File: src/sv/assert_macros.svh
// Assertion macros shared by the RTL of the stable min priority queue.
// Depends on a clock named clk and an active-low reset named arst_n in scope.
`ifndef ASSERT_MACROS_SVH
`define ASSERT_MACROS_SVH

// check a property on every rising clk edge outside reset
`define CHK(label, prop, msg) \
	label: assert property (@(posedge clk) disable iff (!arst_n) (prop)) else $error(msg);

// check that a condition implies a property in the next cycle
`define CHK_NEXT(label, cond, prop, msg) \
	label: assert property (@(posedge clk) disable iff (!arst_n) (cond) |=> (prop)) \
		else $error(msg);

`endif

File: src/sv/smpq_pkg.sv
`timescale 1ns / 1ps
// Shared types and constants of the stable min priority queue.
// No dependencies.
package smpq_pkg;

	localparam int HANDLE_W = 32;
	localparam int PRIO_W   = 16;
	localparam int OCC_W    = 5;
	localparam int OP_W     = 2;

	localparam logic [OP_W-1:0] OP_PUSH   = 2'd0;
	localparam logic [OP_W-1:0] OP_PULL   = 2'd1;
	localparam logic [OP_W-1:0] OP_REMOVE = 2'd2;

	typedef struct packed {
		logic push;
		logic pull;
		logic mark;
		logic remove;
	} cell_ctl_t;

endpackage

File: src/sv/stable_min_priority_queue_unit.sv
`timescale 1ns / 1ps
// Stable min priority queue: sorted row of entry cells with FIFO order among equal priorities.
// Depends on smpq_pkg, smpq_cell and assert_macros.svh.
//
//   channel | signals                                  | direction
//   cmd     | cmd_valid cmd_ready operation handle prio | in
//   rsp     | rsp_valid rsp_ready out_handle out_valid  | out
//           |   overflow occupancy                      |
//
// Push, pull and no-op complete at the accepting edge.
// Remove first has the cells latch their handle compare, then shift; no command is taken in between.
// A new transaction is taken when no remove is pending and the response register is empty or drains that cycle.
// Reset empties the queue; cell contents are not cleared.
module stable_min_priority_queue_unit #(
	parameter int DEPTH = 16
) (
	input  logic                                clk,
	input  logic                                arst_n,
	input  logic                                cmd_valid,
	output logic                                cmd_ready,
	input  logic [smpq_pkg::OP_W-1:0]           operation,
	input  logic [smpq_pkg::HANDLE_W-1:0]       handle,
	input  logic signed [smpq_pkg::PRIO_W-1:0]  prio,
	output logic                                rsp_valid,
	input  logic                                rsp_ready,
	output logic [smpq_pkg::HANDLE_W-1:0]       out_handle,
	output logic                                out_valid,
	output logic                                overflow,
	output logic [smpq_pkg::OCC_W-1:0]          occupancy
);

	`include "assert_macros.svh"

	localparam int CNT_W = $clog2(DEPTH + 1);

	logic [CNT_W-1:0]                 cnt_q;
	logic                             rm_pend_q;
	logic                             rsp_valid_q;
	logic [smpq_pkg::HANDLE_W-1:0]    out_handle_q;
	logic                             out_valid_q;
	logic                             overflow_q;

	logic                             cmd_fire;
	logic                             full;
	logic                             empty;
	logic                             do_push;
	logic                             do_pull;
	smpq_pkg::cell_ctl_t              ctl;

	logic [DEPTH-1:0]                 occ;
	logic [DEPTH-1:0]                 gt;
	logic [DEPTH-1:0]                 match;
	logic [DEPTH-1:0]                 above;
	logic                             any_match;
	logic [smpq_pkg::HANDLE_W-1:0]    cell_handle [DEPTH];
	logic signed [smpq_pkg::PRIO_W-1:0] cell_prio [DEPTH];

	assign full      = (cnt_q == CNT_W'(DEPTH));
	assign empty     = (cnt_q == '0);
	assign cmd_ready = !rm_pend_q && (!rsp_valid_q || rsp_ready);
	assign cmd_fire  = cmd_valid && cmd_ready;
	assign do_push   = cmd_fire && (operation == smpq_pkg::OP_PUSH) && !full;
	assign do_pull   = cmd_fire && (operation == smpq_pkg::OP_PULL) && !empty;

	assign ctl.push   = do_push;
	assign ctl.pull   = do_pull;
	assign ctl.mark   = cmd_fire && (operation == smpq_pkg::OP_REMOVE);
	assign ctl.remove = rm_pend_q;

	assign any_match = |match;

	always_comb begin
		for (int i = 0; i < DEPTH; i++) begin
			above[i] = |(match >> (i + 1));
		end
	end

	for (genvar i = 0; i < DEPTH; i++) begin : g_cell
		logic                               l_gt;
		logic [smpq_pkg::HANDLE_W-1:0]      l_handle;
		logic signed [smpq_pkg::PRIO_W-1:0] l_prio;
		logic [smpq_pkg::HANDLE_W-1:0]      r_handle;
		logic signed [smpq_pkg::PRIO_W-1:0] r_prio;

		assign occ[i] = (cnt_q > CNT_W'(i));

		if (i == 0) begin : g_first
			assign l_gt     = 1'b0;
			assign l_handle = '0;
			assign l_prio   = '0;
		end else begin : g_mid
			assign l_gt     = gt[i-1];
			assign l_handle = cell_handle[i-1];
			assign l_prio   = cell_prio[i-1];
		end

		if (i == DEPTH - 1) begin : g_last
			assign r_handle = '0;
			assign r_prio   = '0;
		end else begin : g_inner
			assign r_handle = cell_handle[i+1];
			assign r_prio   = cell_prio[i+1];
		end

		smpq_cell u_cell (
			.clk          (clk),
			.ctl          (ctl),
			.occ          (occ[i]),
			.new_handle   (handle),
			.new_prio     (prio),
			.left_gt      (l_gt),
			.left_handle  (l_handle),
			.left_prio    (l_prio),
			.right_handle (r_handle),
			.right_prio   (r_prio),
			.any_match    (any_match),
			.above_match  (above[i]),
			.handle_q     (cell_handle[i]),
			.prio_q       (cell_prio[i]),
			.gt           (gt[i]),
			.match_q      (match[i])
		);
	end

	always_ff @(posedge clk or negedge arst_n) begin
		if (!arst_n) begin
			cnt_q       <= '0;
			rm_pend_q   <= 1'b0;
			rsp_valid_q <= 1'b0;
		end else begin
			if (rm_pend_q) begin
				rm_pend_q   <= 1'b0;
				rsp_valid_q <= 1'b1;
				if (any_match) begin
					cnt_q <= cnt_q - 1'b1;
				end
			end else if (cmd_fire) begin
				rm_pend_q   <= (operation == smpq_pkg::OP_REMOVE);
				rsp_valid_q <= (operation != smpq_pkg::OP_REMOVE);
				if (do_push) begin
					cnt_q <= cnt_q + 1'b1;
				end else if (do_pull) begin
					cnt_q <= cnt_q - 1'b1;
				end
			end else if (rsp_ready) begin
				rsp_valid_q <= 1'b0;
			end
		end
	end

	always_ff @(posedge clk) begin
		if (rm_pend_q) begin
			out_handle_q <= '0;
			out_valid_q  <= any_match;
			overflow_q   <= 1'b0;
		end else if (cmd_fire) begin
			out_handle_q <= do_pull ? cell_handle[0] : '0;
			out_valid_q  <= do_pull;
			overflow_q   <= (operation == smpq_pkg::OP_PUSH) && full;
		end
	end

	assign rsp_valid  = rsp_valid_q;
	assign out_handle = out_handle_q;
	assign out_valid  = out_valid_q;
	assign overflow   = overflow_q;
	assign occupancy  = smpq_pkg::OCC_W'(cnt_q);

	`CHK(a_cnt_bound, cnt_q <= CNT_W'(DEPTH), "entry count above depth")
	`CHK(a_rm_blocks, !(rm_pend_q && cmd_ready), "command taken during remove")
	`CHK_NEXT(a_rm_resp, rm_pend_q, rsp_valid_q, "remove finished without response")
	`CHK_NEXT(a_push_cnt, do_push, cnt_q == $past(cnt_q) + 1'b1, "push did not grow queue")
	`CHK(a_flags_excl, !(rsp_valid_q && out_valid_q && overflow_q), "valid and overflow together")

endmodule

File: src/sv/smpq_cell.sv
`timescale 1ns / 1ps
// One storage cell of the sorted queue row: holds an entry and shifts with its neighbors.
// Depends on smpq_pkg.
module smpq_cell (
	input  logic                                clk,
	input  smpq_pkg::cell_ctl_t                 ctl,
	input  logic                                occ,
	input  logic [smpq_pkg::HANDLE_W-1:0]       new_handle,
	input  logic signed [smpq_pkg::PRIO_W-1:0]  new_prio,
	input  logic                                left_gt,
	input  logic [smpq_pkg::HANDLE_W-1:0]       left_handle,
	input  logic signed [smpq_pkg::PRIO_W-1:0]  left_prio,
	input  logic [smpq_pkg::HANDLE_W-1:0]       right_handle,
	input  logic signed [smpq_pkg::PRIO_W-1:0]  right_prio,
	input  logic                                any_match,
	input  logic                                above_match,
	output logic [smpq_pkg::HANDLE_W-1:0]       handle_q,
	output logic signed [smpq_pkg::PRIO_W-1:0]  prio_q,
	output logic                                gt,
	output logic                                match_q
);

	assign gt = !occ || (prio_q > new_prio);

	always_ff @(posedge clk) begin
		if (ctl.push) begin
			if (gt) begin
				if (left_gt) begin
					handle_q <= left_handle;
					prio_q   <= left_prio;
				end else begin
					handle_q <= new_handle;
					prio_q   <= new_prio;
				end
			end
		end else if (ctl.pull || (ctl.remove && any_match && !above_match)) begin
			handle_q <= right_handle;
			prio_q   <= right_prio;
		end
	end

	always_ff @(posedge clk) begin
		if (ctl.mark) begin
			match_q <= occ && (handle_q == new_handle);
		end
	end

endmodule

File: config.mk
export PLATFORM = sky130hd
export DESIGN_NAME = stable_min_priority_queue_unit
export DESIGN_NICKNAME = d
export VERILOG_FILES = /design/src/sv/smpq_pkg.sv /design/src/sv/stable_min_priority_queue_unit.sv /design/src/sv/smpq_cell.sv
export VERILOG_INCLUDE_DIRS = /design/src /design/src/sv
export SDC_FILE = /design/constraint.sdc
export NUM_CORES = 2
export LEC_CHECK = 0
export BUFFER_PORTS_ARGS = -buffer_cell sky130_fd_sc_hd__buf_2
export CAP_MARGIN = 20
export CORE_MARGIN = 2
export CORE_UTILIZATION = 30
export CTS_CLUSTER_SIZE = 16
export DETAILED_ROUTE_END_ITERATION = 6
export GPL_ROUTABILITY_DRIVEN = 0
export PLACE_DENSITY_LB_ADDON = 0.08
export SKIP_LAST_GASP = 1
export SLEW_MARGIN = 20
export SYNTH_ARGS = -nofsm -noshare
export SYNTH_HDL_FRONTEND = slang
export SYNTH_SLANG_ARGS = --single-unit
File: constraint.sdc
create_clock -name clk -period 9.2 [get_ports clk]
set_clock_uncertainty 0.05 [all_clocks]
set_input_delay 0.46 -clock clk [delete_from_list [all_inputs] [get_ports clk]]
set_output_delay 0.46 -clock clk [all_outputs]
set_load 0.02 [all_outputs]
# Yosys cells after proc, flatten, opt, wreduce, memory -nomap -nowiden

Cells that the tools add are included.

Flip-flop bits (word level): 825
Bits of input ports: 54
Output and inout bits: 41
Logic and storage cells: 425

Add/sub/neg operators: 2
$lt $le $gt $ge: 32
Equality and inequality tests: 37
Muxes and demuxes: 139
Reductions and logical operators: 161

Operator list:

| cell               | count |
|---|---|
| $mux 32            | 64 |
| $mux 16            | 63 |
| $eq 32x32->1       | 16 |
| $gt 16x16->1       | 16 |
| $gt 5x4->1 const B | 8 |
| $logic_and 1x1->1  | 40 |
| $logic_not 1->1    | 35 |
| $ne 2x1->1 const B | 17 |
| $reduce_bool 2->1  | 17 |
| $logic_or 1x1->1   | 33 |
| $reduce_and 2->1   | 16 |
| $mux 5             | 5 |
| $gt 5x3->1 const B | 4 |
| $reduce_or 16->1   | 1 |
| $reduce_or 15->1   | 1 |
| $reduce_or 14->1   | 1 |
| $reduce_or 13->1   | 1 |
| $reduce_or 12->1   | 1 |
| $reduce_or 11->1   | 1 |
| $gt 5x1->1 const B | 2 |
| $gt 5x2->1 const B | 2 |
| $reduce_or 10->1   | 1 |
| $reduce_or 9->1    | 1 |
| $reduce_or 8->1    | 1 |
| other kinds (17)   | 24 |

# Depth between registers and ports, before layout

Depth in word-level cells: 10
Gate-level depth with buffers: 11
Gate-level depth less buffers: 9

# By module

From an unflattened synthesis, not the netlist that was laid out.

Cell total of the unflattened synthesis: 5252
Area total of the unflattened synthesis: 53685.2 µm²

By module, submodules not included:

| module                            | times used | cells each | area each (µm²) | sequential area each (µm²) |
|---|---|---|---|---|
| smpq_cell at g_cell[0].u_cell ... | 8          | 318        | 3250.6          | 1471.4 |
| smpq_cell at g_cell[2].u_cell ... | 8          | 315        | 3226.8          | 1471.4 |
| stable_min_priority_queue_unit    | 1          | 188        | 1865.5          | 865.8 |

# Worst setup path after synthesis

OpenSTA, ideal clock, no wires.

Path type: input-to-reg
Start: input prio[15] (netlist name)
End: register g_cell[15].u_cell.handle_q[0] (netlist name), enable pin
Setup time: 0.483 ns
Arrival: 4.689 ns
Required time: 8.667 ns
Setup slack: 3.978 ns
Cell stages on the path: 9
Buffers on the path: 0
Cell sequence: inv_1 > ha_1 > nand3_1 > or4_1 > a21oi_1 > a311oi_1 > nand4_1 > o211ai_1 > a31oi_1

Word-level cells in the longest chain between the ends: 4

Ends and longest elaborated chain:

| element                    | line                                 | source |
|---|---|---|
| start: declaration         | stable_min_priority_queue_unit.sv:23 | `input logic signed [smpq_pkg::PRIO_W-1:0] prio,` |
| $gt 16x16->1               | smpq_cell.sv:23                      | `assign gt = !occ \|\| (prio_q > new_prio);` |
| $logic_or 1x1->1           | smpq_cell.sv:23                      |  |
| $ne 2x1->1 (no line)       | -                                    |  |
| $reduce_and 2->1 (no line) | -                                    |  |
| end signal: assignment     | smpq_cell.sv:29                      | `handle_q <= left_handle;` |
| end signal: assignment     | smpq_cell.sv:32                      | `handle_q <= new_handle;` |
| end signal: assignment     | smpq_cell.sv:37                      | `handle_q <= right_handle;` |
| end: declaration           | smpq_cell.sv:17                      | `output logic [smpq_pkg::HANDLE_W-1:0] handle_q,` |

No other way between the ends.
A chain may end at the register's enable or synchronous reset.

# Final worst setup path

Start: register cnt_q[1] (netlist: occupancy[1])
End: register g_cell[14].u_cell.handle_q[27] (netlist name), data pin

Word-level cells in the longest chain between the ends: 6
Elaborated cells on any way between the ends: 9

Ends and longest elaborated chain:

| element                  | line                                  | source |
|---|---|---|
| start: declaration       | stable_min_priority_queue_unit.sv:36  | `logic [CNT_W-1:0] cnt_q;` |
| start signal: assignment | stable_min_priority_queue_unit.sv:135 | `cnt_q <= cnt_q - 1'b1;` |
| start signal: assignment | stable_min_priority_queue_unit.sv:141 | `cnt_q <= cnt_q + 1'b1;` |
| start signal: assignment | stable_min_priority_queue_unit.sv:143 | `cnt_q <= cnt_q - 1'b1;` |
| $gt 5x4->1               | stable_min_priority_queue_unit.sv:85  | `assign occ[i] = (cnt_q > CNT_W'(i));` |
| $logic_not 1->1          | smpq_cell.sv:23                       |  |
| $logic_or 1x1->1         | smpq_cell.sv:23                       |  |
| $mux 32                  | smpq_cell.sv:28                       | `if (left_gt) begin` |
| $mux 32                  | smpq_cell.sv:27                       | `if (gt) begin` |
| $mux 32 *                | smpq_cell.sv:26                       | `if (ctl.push) begin` |
| end signal: assignment   | smpq_cell.sv:29                       |  |
| end signal: assignment   | smpq_cell.sv:32                       |  |
| end signal: assignment   | smpq_cell.sv:37                       |  |
| end: declaration         | smpq_cell.sv:17                       |  |

Every way passes the cells marked *; elsewhere a longest branch is shown, timed or not. The select of a mux whose other input is x is not followed.

==> results.md <==
- Placed cells: 7,252
- Fin nets: 5,353
- Die Height: 422 um
- Port buffer count: 94
- Chip width: 422 um
- Pre-CTS setup slack: 3.80 ns
- Overall global routing resource usage: 24.7%
- VDD IR-drop max: 148 uV
- Largest net degree at the start of global routing: 221
- FFs w/ async S/R, synth: 0.848%
- Hpwl dp: 159 mm
- Synth Instances: 5,147
- Crit. End Element: register
- Multi-input gate area: 0.0262 mm^2
- Cell variety after synth: 68
- I/O Pins: 95
- Commonest non-fill, non-tap cell in the layout: a21oi_1
- Worst-Margin Slew: 1.20 ns
- # Post-CTS Setup Buffers: 0
- FILL cells: 17,826
- Crit-path max FO: 58
- Post-route setup slack: 4.43 ns
- # setup viols final: 0
- WL per Instance: 30.2 um
- Max Buffers Root-to-Sink: 3
- Synth area leaders: edfxtp_1 45%, mux2i_1 12%, a21oi_1 7.8%, ha_1 6.2%, nor2_1 4.7%
- Max_cap viols: 0
- Pins Over Slew Limit: 0
- H-tree levels: 3
- Mean Syn Cell Area: 10.2 um^2
- Final Hold Fails: 0
- Smallest hold slack: 0.0787 ns
- Non-Filler Instances: 7,455
- Synth top area share: 45.0%
- Core area: 0.174 mm^2
- Dominant cell type by area after synthesis: edfxtp_1
- Residual overflow from global routing: 0
- P_leak: 22.9 nW
- Drt first pass iters: 5
- Most frequent cells in the layout: 805 x a21oi_1, 785 x edfxtp_1, 658 x nor2_1
- Hold Crit Class: in -> async
- Antenna violations before repair: 6
- First-pass GRT wire length: 317 mm
- Register area share after synthesis: 46.6%
- Synth Warn #: 0
- Critical Path Source Type: register
- Post-route ant nets: 0
- Vias per cell: 5.42
- RSZ-0062 raised after global routing: false
- Starting Density: 30.2%
- Pwr dens: 203 mW/mm^2
- Post-synth EDFFs: 785
- Setup TNS: 0 ns
- #FFs+latches synth: 825
- FMAX: 210 MHz
- Normalized max-slew margin: 19.9%
- DRC: 0
- Seq. cell area: 0.0244 mm^2
- Share of post-route cells with drive strength above 1: 7.51%
- Worst-Skew Late Latency: 0.76 ns
- Drt initial violations: 4,394
- Period utilization: 51.8%
- # rows: 153
- Clk slew on worst S/H paths: 0.06 ns
- Post-layout min period: 4.77 ns
- Die Footprint: 0.178 mm^2
- Area delta synth->final: 11.5%
- Crit path DAT: 5.31 ns
- DR vias: 40,423
- Sink Count: 825
- TritonCTS buffer count: 106
- Vias in the first global route: 39,526
- Critical path required time: 9.74 ns
- CTS tree: yes
- Ys flop type: edfxtp_1
- Routed WL: 225 mm
- CP Class: reg -> reg
- Syn nets: 5,462
- Status: finished, final reports clean
- Clock Root Buffer: clkbuf_16
- Post-Syn Area: 0.0524 mm^2
==> metrics by stage <==
stage	power, W	utilization (%)	cell area [um^2]
2_1_floorplan	0.00666	-	52400
3_3_place_gp	0.00777	31.7	55000
3_5_place_dp	0.00778	31.7	55100
4_1_cts	0.0119	33.6	58400
5_1_grt	0.0123	33.6	58400
6_report	0.0118	33.6	58400
==> flip-flops by register name, indices dropped and copies added, names as in the netlist <==
| name | count |
|---|---|
| g_cell.u_cell.match_q | 16 |
| out_valid | 1 |
| rm_pend_q | 1 |
| g_cell.u_cell.prio_q | 256 |
| g_cell.u_cell.handle_q | 512 |
| rsp_valid | 1 |
| occupancy | 5 |
| out_handle | 32 |
| overflow | 1 |
==> report_power, final <==
part	internal [W]	switching (W)
Combinational	0.000984	0.00190
Clock	0.00228	0.00183
Sequential	0.00448	0.000359
Total	0.00775	0.00409
==> worst max-delay path, cell delays in order, from the launching register on <==
cell and delay [ns]:
dfrtp_1 0.51, inv_1 0.19, ha_1 0.25, nand3_1 0.15, nor2_1 0.63, or3_4 0.53
buf_4 0.57, buf_4 0.65, buf_4 0.69, a21oi_1 0.08, a21oi_1 0.18
==> path summary, 6_finish.rpt <==
check	cells after the start	endpoint	slack [ns]	start
max	10	g_cell[14].u_cell.handle_q[27]	4.43	occupancy[1]
min	2	occupancy[0]	0.08	arst_n
max reg2reg	10	g_cell[14].u_cell.handle_q[27]	4.43	occupancy[1]
min reg2reg	1	out_handle[0]	0.42	out_handle[0]
max in group asynchronous	2	occupancy[2]	8.79	arst_n
min in group clk	2	rm_pend_q	0.11	operation[0]
==> cell usage after synthesis (all sizes together), types with 2 or more instances <==
cell type	instances
o211ai	16
nand4	133
a211oi	18
a211o	2
dfrtp	7
o221ai	2
inv	54
or4	9
xor2	254
ha	261
o2bb2ai	4
a22o	32
nand2b	4
o21ai	160
or2	4
nor2b	22
or4b	4
clkbuf	242
and3	14
and4	2
a31oi	4
a21o	15
nor2	659
mux2i	610
a221o	2
nand2	318
nor4	95
o31ai	13
buf	177
edfxtp	785
dfxtp	33
nand3	38
o21a	19
o22ai	5
nor3	21
a21oi	812
or3	5
a2111oi	4
o21bai	2
a22oi	2
xnor2	263
o31a	2
nand3b	6
==> routing by layer <==
metal  up-vias  GRT usage, %  wire (um)
li1      18519             -          -
met5         -             0         27
met1     20317          37.2     109000
met3       224          3.25      13600
met2      1359          36.9      97200
met4         4          6.24       5380
==> cells by family after synthesis <==
| family | after synthesis | share of synthesized area [%] |
|---|---|---|
| compound gates | 1123 | 11.7 |
| xor+xnor | 517 | 8.65 |
| fa+ha+maj | 261 | 6.24 |
| buf+inv | 473 | 3.84 |
| flops | 825 | 46.6 |
| mux | 610 | 11.7 |
| simple gates | 1338 | 11.3 |
==> what timing repair did <==
item	4_1_cts	5_1_grt
resized for setup	0	0
endpoints found under the hold margin	9	0
hold buffers	3	0
==> cell type report <==
class / count / share of cell area (%)
Timing Repair Buffer: 202 / 2.36
Clock inverter: 62 / 0.812
Tap cell: 2325 / 4.98
Inverter: 54 / 0.347
Antenna cell: 1 / 0.00429
Sequential cell: 825 / 41.8
Clock buffer: 137 / 4.85
Multi-Input combinational cell: 3849 / 44.8
Power figures use the tool's default switching activity.
